`src/hw/rtl/lkt_pkg.sv`:
```
// shared types and constants for the link key table
package lkt_pkg;

    localparam int ADDR_W              = 48;
    localparam int HALF_KEY_W          = 64;
    localparam int KEY_W               = 2 * HALF_KEY_W;
    localparam int LKT_ENTRIES_DEFAULT = 8;
    localparam logic [ADDR_W-1:0] EMPTY_ADDR = '0;

    // command codes carried in the opcode field
    typedef enum logic [1:0] {
        OP_ADD    = 2'd0,
        OP_GET    = 2'd1,
        OP_REMOVE = 2'd2,
        OP_CLEAR  = 2'd3
    } lkt_op_t;

    // controller states
    typedef enum logic [1:0] {
        ST_IDLE,
        ST_MATCH,
        ST_EXEC,
        ST_RESP
    } lkt_state_t;

    // strobes from controller to datapath
    typedef struct packed {
        logic capture;
        logic match;
        logic exec;
        logic resp_load;
    } lkt_ctrl_t;

endpackage

```
`src/hw/rtl/lkt_cmd_if.sv`:
```
// command channel: one table operation per item
interface lkt_cmd_if;
    import lkt_pkg::*;

    logic                  valid;
    logic                  ready;
    logic [1:0]            opcode;
    logic [ADDR_W-1:0]     device_address;
    logic [HALF_KEY_W-1:0] key_upper;
    logic [HALF_KEY_W-1:0] key_lower;

    modport source (output valid, opcode, device_address, key_upper, key_lower,
                    input ready);
    modport sink   (input valid, opcode, device_address, key_upper, key_lower,
                    output ready);
endinterface

```
`src/hw/rtl/lkt_rsp_if.sv`:
```
// response channel: one result per command
interface lkt_rsp_if;
    import lkt_pkg::*;

    logic                  valid;
    logic                  ready;
    logic                  success;
    logic [HALF_KEY_W-1:0] found_key_upper;
    logic [HALF_KEY_W-1:0] found_key_lower;

    modport source (output valid, success, found_key_upper, found_key_lower,
                    input ready);
    modport sink   (input valid, success, found_key_upper, found_key_lower,
                    output ready);
endinterface

```
`src/hw/rtl/link_key_table_unit.sv`:
```
// top level of the link key table
//
//  channel  dir  handshake     payload
//  cmd      in   valid/ready   opcode, device_address, key_upper, key_lower
//  rsp      out  valid/ready   success, found_key_upper, found_key_lower
//
// each command steps through accept, compare all slots, execute on the
// lowest matching slot (an add with no match uses the lowest empty one,
// a clear all slots) and load the result register. a result stalled on rsp
// holds the controller before its next result load, not the next accept.
// reset clears all slot addresses and key valid bits at once, no sweep.
module link_key_table_unit #(
    parameter int TABLE_ENTRIES = lkt_pkg::LKT_ENTRIES_DEFAULT
) (
    input  logic      clk,
    input  logic      rst_n,
    lkt_cmd_if.sink   cmd,
    lkt_rsp_if.source rsp
);
    import lkt_pkg::*;

    lkt_ctrl_t ctrl;

    // sequencer
    lkt_ctrl u_ctrl (
        .clk       (clk),
        .rst_n     (rst_n),
        .cmd_valid (cmd.valid),
        .cmd_ready (cmd.ready),
        .rsp_valid (rsp.valid),
        .rsp_ready (rsp.ready),
        .ctrl      (ctrl)
    );

    // table and result path
    lkt_datapath #(
        .TABLE_ENTRIES (TABLE_ENTRIES)
    ) u_datapath (
        .clk             (clk),
        .rst_n           (rst_n),
        .ctrl            (ctrl),
        .opcode          (cmd.opcode),
        .device_address  (cmd.device_address),
        .key_upper       (cmd.key_upper),
        .key_lower       (cmd.key_lower),
        .success         (rsp.success),
        .found_key_upper (rsp.found_key_upper),
        .found_key_lower (rsp.found_key_lower)
    );

endmodule

```
`src/hw/rtl/lkt_ctrl.sv`:
```
// sequencing state machine for the link key table
module lkt_ctrl (
    input  logic              clk,
    input  logic              rst_n,
    input  logic              cmd_valid,
    output logic              cmd_ready,
    output logic              rsp_valid,
    input  logic              rsp_ready,
    output lkt_pkg::lkt_ctrl_t ctrl
);
    import lkt_pkg::*;

    lkt_state_t state_reg, state_next;
    logic       out_valid_reg, out_valid_next;

    // state and output-valid registers
    always_ff @(posedge clk or negedge rst_n)
    begin
        if (!rst_n)
        begin
            state_reg     <= ST_IDLE;
            out_valid_reg <= 1'b0;
        end
        else
        begin
            state_reg     <= state_next;
            out_valid_reg <= out_valid_next;
        end
    end

    // next state and strobes
    always_comb
    begin
        state_next     = state_reg;
        ctrl           = '0;
        cmd_ready      = 1'b0;
        out_valid_next = out_valid_reg && !rsp_ready;
        unique case (state_reg)
            ST_IDLE:
            begin
                cmd_ready = 1'b1;
                if (cmd_valid)
                begin
                    ctrl.capture = 1'b1;
                    state_next   = ST_MATCH;
                end
            end
            ST_MATCH:
            begin
                ctrl.match = 1'b1;
                state_next = ST_EXEC;
            end
            ST_EXEC:
            begin
                ctrl.exec  = 1'b1;
                state_next = ST_RESP;
            end
            ST_RESP:
            begin
                // wait until the output register is free
                if (!out_valid_reg || rsp_ready)
                begin
                    ctrl.resp_load = 1'b1;
                    out_valid_next = 1'b1;
                    state_next     = ST_IDLE;
                end
            end
            default:
            begin
                state_next = ST_IDLE;
            end
        endcase
    end

    assign rsp_valid = out_valid_reg;

endmodule

```
`src/hw/rtl/lkt_datapath.sv`:
```
// slot registers, key memory, match logic and result register
module lkt_datapath #(
    parameter int TABLE_ENTRIES = lkt_pkg::LKT_ENTRIES_DEFAULT
) (
    input  logic                           clk,
    input  logic                           rst_n,
    input  lkt_pkg::lkt_ctrl_t             ctrl,
    input  logic [1:0]                     opcode,
    input  logic [lkt_pkg::ADDR_W-1:0]     device_address,
    input  logic [lkt_pkg::HALF_KEY_W-1:0] key_upper,
    input  logic [lkt_pkg::HALF_KEY_W-1:0] key_lower,
    output logic                           success,
    output logic [lkt_pkg::HALF_KEY_W-1:0] found_key_upper,
    output logic [lkt_pkg::HALF_KEY_W-1:0] found_key_lower
);
    import lkt_pkg::*;

    localparam int IDX_W = (TABLE_ENTRIES > 1) ? $clog2(TABLE_ENTRIES) : 1;

    // captured command
    lkt_op_t             op_reg;
    logic [ADDR_W-1:0]   addr_reg;
    logic [KEY_W-1:0]    key_reg;

    // table storage
    logic [ADDR_W-1:0]        slot_addr_reg [TABLE_ENTRIES];
    logic [TABLE_ENTRIES-1:0] key_valid_reg;
    logic [KEY_W-1:0]         key_mem [TABLE_ENTRIES];

    // match vectors
    logic [TABLE_ENTRIES-1:0] hit_vec_reg;
    logic [TABLE_ENTRIES-1:0] empty_vec_reg;

    // execute results
    logic             ok_reg;
    logic             get_reg;
    logic             rd_valid_reg;
    logic [KEY_W-1:0] rd_key_reg;

    // result register
    logic                  rsp_success_reg;
    logic [KEY_W-1:0]      rsp_key_reg;

    logic [IDX_W-1:0] hit_idx;
    logic [IDX_W-1:0] empty_idx;
    logic [IDX_W-1:0] wr_idx;
    logic             hit_any;
    logic             empty_any;
    logic             ok;
    logic             add_fill;
    logic             key_write;

    // capture the command item
    always_ff @(posedge clk)
    begin
        if (ctrl.capture)
        begin
            op_reg   <= lkt_op_t'(opcode);
            addr_reg <= device_address;
            key_reg  <= {key_upper, key_lower};
        end
    end

    // parallel compare against every slot
    always_ff @(posedge clk)
    begin
        if (ctrl.match)
        begin
            for (int i = 0; i < TABLE_ENTRIES; i++)
            begin
                hit_vec_reg[i]   <= (slot_addr_reg[i] == addr_reg);
                empty_vec_reg[i] <= (slot_addr_reg[i] == EMPTY_ADDR);
            end
        end
    end

    // lowest set bit of each match vector
    always_comb
    begin
        hit_idx   = '0;
        empty_idx = '0;
        for (int i = TABLE_ENTRIES - 1; i >= 0; i--)
        begin
            if (hit_vec_reg[i])
            begin
                hit_idx = IDX_W'(i);
            end
            if (empty_vec_reg[i])
            begin
                empty_idx = IDX_W'(i);
            end
        end
    end

    assign hit_any   = |hit_vec_reg;
    assign empty_any = |empty_vec_reg;
    assign add_fill  = (op_reg == OP_ADD) && !hit_any && empty_any;
    assign wr_idx    = hit_any ? hit_idx : empty_idx;
    assign key_write = ctrl.exec && (op_reg == OP_ADD) && (hit_any || empty_any);

    // success flag per operation
    always_comb
    begin
        case (op_reg) inside
            OP_ADD:             ok = hit_any || empty_any;
            OP_GET, OP_REMOVE:  ok = hit_any;
            default:            ok = 1'b1;
        endcase
    end

    // key memory: one read per execute cycle, plus a write on an add that finds a slot
    always_ff @(posedge clk)
    begin
        if (key_write)
        begin
            key_mem[wr_idx] <= key_reg;
        end
        if (ctrl.exec)
        begin
            rd_key_reg   <= key_mem[hit_idx];
            rd_valid_reg <= key_valid_reg[hit_idx];
            ok_reg       <= ok;
            get_reg      <= (op_reg == OP_GET);
        end
    end

    // slot addresses and key valid bits
    always_ff @(posedge clk or negedge rst_n)
    begin
        if (!rst_n)
        begin
            for (int i = 0; i < TABLE_ENTRIES; i++)
            begin
                slot_addr_reg[i] <= EMPTY_ADDR;
            end
            key_valid_reg <= '0;
        end
        else if (ctrl.exec)
        begin
            if (op_reg == OP_CLEAR)
            begin
                for (int i = 0; i < TABLE_ENTRIES; i++)
                begin
                    slot_addr_reg[i] <= EMPTY_ADDR;
                end
                key_valid_reg <= '0;
            end
            else
            begin
                for (int i = 0; i < TABLE_ENTRIES; i++)
                begin
                    if (add_fill && (IDX_W'(i) == empty_idx))
                    begin
                        slot_addr_reg[i] <= addr_reg;
                    end
                    if ((op_reg == OP_REMOVE) && hit_any && (IDX_W'(i) == hit_idx))
                    begin
                        slot_addr_reg[i] <= EMPTY_ADDR;
                        key_valid_reg[i] <= 1'b0;
                    end
                    if (key_write && (IDX_W'(i) == wr_idx))
                    begin
                        key_valid_reg[i] <= 1'b1;
                    end
                end
            end
        end
    end

    // result register, key shown only on a successful get
    always_ff @(posedge clk)
    begin
        if (ctrl.resp_load)
        begin
            rsp_success_reg <= ok_reg;
            rsp_key_reg     <= (ok_reg && get_reg && rd_valid_reg) ? rd_key_reg : '0;
        end
    end

    assign success         = rsp_success_reg;
    assign found_key_upper = rsp_key_reg[KEY_W-1:HALF_KEY_W];
    assign found_key_lower = rsp_key_reg[HALF_KEY_W-1:0];

endmodule

```
`src/flat_wrapper.sv`:
```
// flat-port wrapper written by rule: the top's interface ports become plain ports
module link_key_table_unit_flat import lkt_pkg::*;
#(
    parameter int TABLE_ENTRIES = lkt_pkg::LKT_ENTRIES_DEFAULT
)
  (clk, rst_n, cmd_valid, cmd_opcode, cmd_device_address, cmd_key_upper, cmd_key_lower, cmd_ready, rsp_valid, rsp_success, rsp_found_key_upper, rsp_found_key_lower, rsp_ready);
  lkt_cmd_if cmd_i ();
  lkt_rsp_if rsp_i ();
  input  logic clk;
  input  logic rst_n;
  input wire logic [$bits(cmd_i.valid)-1:0] cmd_valid;
  input wire logic [$bits(cmd_i.opcode)-1:0] cmd_opcode;
  input wire logic [$bits(cmd_i.device_address)-1:0] cmd_device_address;
  input wire logic [$bits(cmd_i.key_upper)-1:0] cmd_key_upper;
  input wire logic [$bits(cmd_i.key_lower)-1:0] cmd_key_lower;
  output wire logic [$bits(cmd_i.ready)-1:0] cmd_ready;
  output wire logic [$bits(rsp_i.valid)-1:0] rsp_valid;
  output wire logic [$bits(rsp_i.success)-1:0] rsp_success;
  output wire logic [$bits(rsp_i.found_key_upper)-1:0] rsp_found_key_upper;
  output wire logic [$bits(rsp_i.found_key_lower)-1:0] rsp_found_key_lower;
  input wire logic [$bits(rsp_i.ready)-1:0] rsp_ready;
  assign cmd_i.valid = cmd_valid;
  assign cmd_i.opcode = cmd_opcode;
  assign cmd_i.device_address = cmd_device_address;
  assign cmd_i.key_upper = cmd_key_upper;
  assign cmd_i.key_lower = cmd_key_lower;
  assign cmd_ready = cmd_i.ready;
  assign rsp_valid = rsp_i.valid;
  assign rsp_success = rsp_i.success;
  assign rsp_found_key_upper = rsp_i.found_key_upper;
  assign rsp_found_key_lower = rsp_i.found_key_lower;
  assign rsp_i.ready = rsp_ready;
  link_key_table_unit #(.TABLE_ENTRIES(TABLE_ENTRIES)) u_core (.clk(clk), .rst_n(rst_n), .cmd(cmd_i), .rsp(rsp_i));
endmodule
```
`config.mk`:
```
export PLATFORM = sky130hd
export DESIGN_NAME = link_key_table_unit_flat
export DESIGN_NICKNAME = d
export VERILOG_FILES = /design/src/hw/rtl/lkt_pkg.sv /design/src/hw/rtl/lkt_cmd_if.sv /design/src/hw/rtl/lkt_rsp_if.sv /design/src/hw/rtl/link_key_table_unit.sv /design/src/hw/rtl/lkt_ctrl.sv /design/src/hw/rtl/lkt_datapath.sv /design/src/flat_wrapper.sv
export SDC_FILE = /design/constraint.sdc
export NUM_CORES = 2
export LEC_CHECK = 0
export ABC_AREA = 1
export BUFFER_PORTS_ARGS = -buffer_cell sky130_fd_sc_hd__buf_2
export CORE_MARGIN = 10
export CORE_UTILIZATION = 55
export CTS_CLUSTER_DIAMETER = 60
export DETAILED_ROUTE_END_ITERATION = 7
export PLACE_DENSITY = 0.75
export SYNTH_ARGS = -nofsm -noshare
export SYNTH_HDL_FRONTEND = slang
export SYNTH_HIERARCHICAL = 1
export SYNTH_SLANG_ARGS = --single-unit
export TNS_END_PERCENT = 5
```
`constraint.sdc`:
```
create_clock -name clk -period 6.96 [get_ports clk]
set_input_delay 0 -clock clk [delete_from_list [all_inputs] [get_ports clk]]
set_output_delay 0 -clock clk [all_outputs]
set_load 0.02 [all_outputs]
```
==> flow_summary.json <==
{
  "std_cell_rows": 137,
  "ant_nets": 0,
  "ctsResizeCount": 0,
  "grt-ovfl-total": 0,
  "grt_pass1_vias": 52400,
  "slew_headroom": 0.0806,
  "endpoint_kind": "flop",
  "post_synth.cell_area_avg_sq_um": 11.3,
  "grt_use_total": 0.250,
  "ctsLongestPathBuffers": 3,
  "seq_area_frac_synth": 0.705,
  "hpwl_um": 108000,
  "worst_slack_ns": 2.49,
  "final_nets": 7522,
  "antenna_found_initial": 4,
  "crit_chain": "inv_2, nand2_1, nand2_1, nand2_1, nand2_1, nand2_8, buf_4, nor2_4, buf_12, buf_4, nand2_1, nand4_1, nand2_1, nand2_1",
  "fin_crit_sh": 0.642,
  "period_needed_ns": 4.47,
  "synth_cell_type_count": 36,
  "r2r_end": "u_core/u_datapath/rd_key_reg[91]$_DFFE_PP_",
  "start_util": 0.553,
  "max_freq_ghz": 0.224,
  "via_per_inst": 5.68,
  "clkLatencyLatePin_ns": 0.81,
  "ir_drop_v": 0.000434,
  "cts.clk_slew.worst_paths_ns": 0.06,
  "reg2reg_slack_ns": 2.49,
  "hold_path_class": "input pin to flop",
  "dieArea_sq_mm": 0.155,
  "num_vias": 53200,
  "r2r_start": "u_core/u_datapath/hit_vec_reg[6]$_DFFE_PP_",
  "post-route-util": 0.642,
  "synth_cells": 6807,
  "placed_area_sq_mm": 0.0799,
  "hold_path.startpoint": "cmd_key_lower[14]",
  "cp_max_fo": 183,
  "setup_viol": 0,
  "crit_path_frequent_cell": "nand2_1",
  "synth-edff-count": 1478,
  "critPathKind": "flop to flop",
  "max_stage_delay_ns": 0.89,
  "crit_required_ns": 7.62,
  "power_density_mw_per_mm2": 389,
  "drt-pass1-iter-count": 6,
  "cts-htree-levels": 4,
  "synth_warnings": 6,
  "arrival_ns": 5.14,
  "portBuffers": 312,
  "drive_above_1_share": 0.102,
  "syn_nets": 6997,
  "ios": 313,
  "critPathLaunchType": "flop",
  "skew_ns": 0.0464,
  "cts_tree": "done",
  "routed_wl_um": 199000,
  "rr_worst_depth": 14,
  "synthArstFlopShare": 0.211,
  "root_buffer": "clkbuf_16",
  "wl_per_cell_um": 21.3,
  "synth-seq-cells": 1873,
  "grt_first_pass_wirelength_um": 306000,
  "core_sq_mm": 0.139,
  "drc": 0,
  "p_leak_nw": 35.5,
  "cts-buffers-inserted": 186,
  "drtIter0Drc": 6002,
  "hold_path_depth": 2,
  "area_growth_pct": 16.2,
  "tightest_slew_ns": 1.38,
  "largest_reg_flops": 1024,
  "synth_area_sq_mm": 0.0769,
  "drv_cap": 0,
  "grt_setup_unrepaired": "false",
  "gp_congestion": 0.859,
  "die_x_um": 394,
  "ys.flop_type": "edfxtp_1",
  "total_power_mw": 34.7,
  "stdcell_area_sq_mm": 0.0894,
  "hold_viol": 0,
  "n_fill_cell": 10200,
  "grt_max_degree": 194,
  "whs_endpoint": "u_core/u_datapath/key_reg[14]$_DFFE_PP_",
  "status": "finished, final reports clean",
  "pre_cts_slack_ns": 2.54,
  "slew_violations": 0,
  "cp_slowest_cell": "buf_4",
  "clkSinkCount": 1873,
  "die_h_um": 394
}
critical path, delay by kind of cell, from the launching register on:
family        cells  cell delay [ns]
buf+inv           4             2.29
simple gates     10             1.49
flops             1             0.40
cells by family (layout without fill, tap and decap cells):
kind of cell | count (synthesis) | in the layout | share of synthesized area
buf+inv | 798 | 1468 | 0.0426
fa+ha+maj | 8 | 8 | 0.00130
xor+xnor | 271 | 271 | 0.0309
other cells | 0 | 1 | 0
simple gates | 3565 | 3565 | 0.201
flops | 1873 | 1873 | 0.705
compound gates | 292 | 292 | 0.0193
report_power, final:
| part | leakage, nW | switching [mW] | internal (mW) |
|---|---|---|---|
| Clock | 2.86 | 4.27 | 5.40 |
| Combinational | 14.0 | 5.84 | 2.80 |
| Sequential | 18.6 | 1.76 | 14.7 |
| Total | 35.5 | 11.9 | 22.9 |
cell usage after synthesis, types with 2 or more instances:
cell type,count,share of area
ha_1,8,0.0013
o21ai_1,60,0.0039
nand3_1,472,0.031
nand3b_1,2,0.00020
or2_2,71,0.0058
xor2_1,68,0.0077
nor3_1,27,0.0018
nand3_2,3,0.00039
edfxtp_1,1478,0.58
nor3b_1,8,0.00078
a21oi_1,90,0.0059
nor2_1,333,0.016
buf_6,12,0.0018
buf_2,119,0.0077
inv_1,384,0.019
buf_1,44,0.0021
nor2_2,5,0.00041
xnor2_1,203,0.023
buf_4,11,0.0011
clkbuf_1,215,0.010
inv_2,9,0.00044
nand2_1,2189,0.11
dfrtp_1,395,0.13
nor4_1,113,0.0092
o21ai_2,4,0.00046
o21ai_0,135,0.0088
clkinv_1,4,0.00020
nand2_2,7,0.00057
nor2_4,3,0.00044
nand4_1,329,0.027
layout by cell type, fill, tap and decap left out, drive strengths merged, types with 2 or more instances in the layout:
cell type,instances
nand4,330
o21ai,199
nor2,341
clkinv,77
buf,382
xor2,68
clkinvlp,5
ha,8
nor4,113
nand2,2197
edfxtp,1478
dlygate4sd3,356
nor3,28
nor3b,8
clkbuf,238
nand3b,2
bufinv,9
nand3,475
inv,401
or2,71
dfrtp,395
a21oi,91
xnor2,203
how the worst max path moves through the flow:
stage,from,end,slack [ns],cells past startpoint
final,u_core/u_datapath/hit_vec_reg[6]$_DFFE_PP_,u_core/u_datapath/rd_key_reg[91]$_DFFE_PP_,2.49,14
after global routing,u_core/u_datapath/hit_vec_reg[6]$_DFFE_PP_,u_core/u_datapath/rd_key_reg[102]$_DFFE_PP_,2.24,16
after CTS,u_core/u_datapath/hit_vec_reg[6]$_DFFE_PP_,u_core/u_datapath/rd_key_reg[109]$_DFFE_PP_,2.52,16
after detailed placement,u_core/u_datapath/hit_vec_reg[6]$_DFFE_PP_,u_core/u_datapath/rd_key_reg[106]$_DFFE_PP_,2.54,16
after global placement,u_core/u_datapath/hit_vec_reg[6]$_DFFE_PP_,u_core/u_datapath/rd_key_reg[105]$_DFFE_PP_,2.65,16
after floorplan,u_core/u_ctrl/state_reg[0]$_DFFE_PN0P_,u_core/u_datapath/key_mem[4][0]$_DFFE_PP_,-0.27,8
metrics by stage:
step / cells / TNS, ns / hold WS, ns
2_1_floorplan: 6807 / -258.21 / -0.296
3_3_place_gp: 8663 / 0 / 0.0451
3_5_place_dp: 8663 / 0 / 0.0496
4_1_cts: 9353 / 0 / 0.000623
5_1_grt: 9353 / 0 / 0.0110
6_report: 9354 / 0 / 0.0445
layer usage:
layer | track usage | vias up | share of wire
met5 | 0 | - | 0.000065
met4 | 0.100 | 2 | 0.036
met3 | 0.0464 | 436 | 0.093
met2 | 0.407 | 2682 | 0.48
met1 | 0.333 | 25900 | 0.39
li1 | - | 24100 | -
final cells by class:
| class | count | area (sq um) | area share |
|---|---|---|---|
| Timing Repair Buffer | 738 | 5790 | 0.0648 |
| Multi-Input combinational cell | 4136 | 19500 | 0.218 |
| Inverter | 397 | 1540 | 0.0173 |
| Clock inverter | 95 | 937 | 0.0105 |
| Tap cell | 1876 | 2350 | 0.0263 |
| Clock buffer | 238 | 4950 | 0.0554 |
| Antenna cell | 1 | 2.50 | 0.0000280 |
| Sequential cell | 1873 | 54300 | 0.607 |
repair_timing:
action,CTS,global route
hold endpoints to repair,546,0
hold buffers,357,0
setup buffers,0,0
Note: power is estimated with default switching activity, not from simulation.
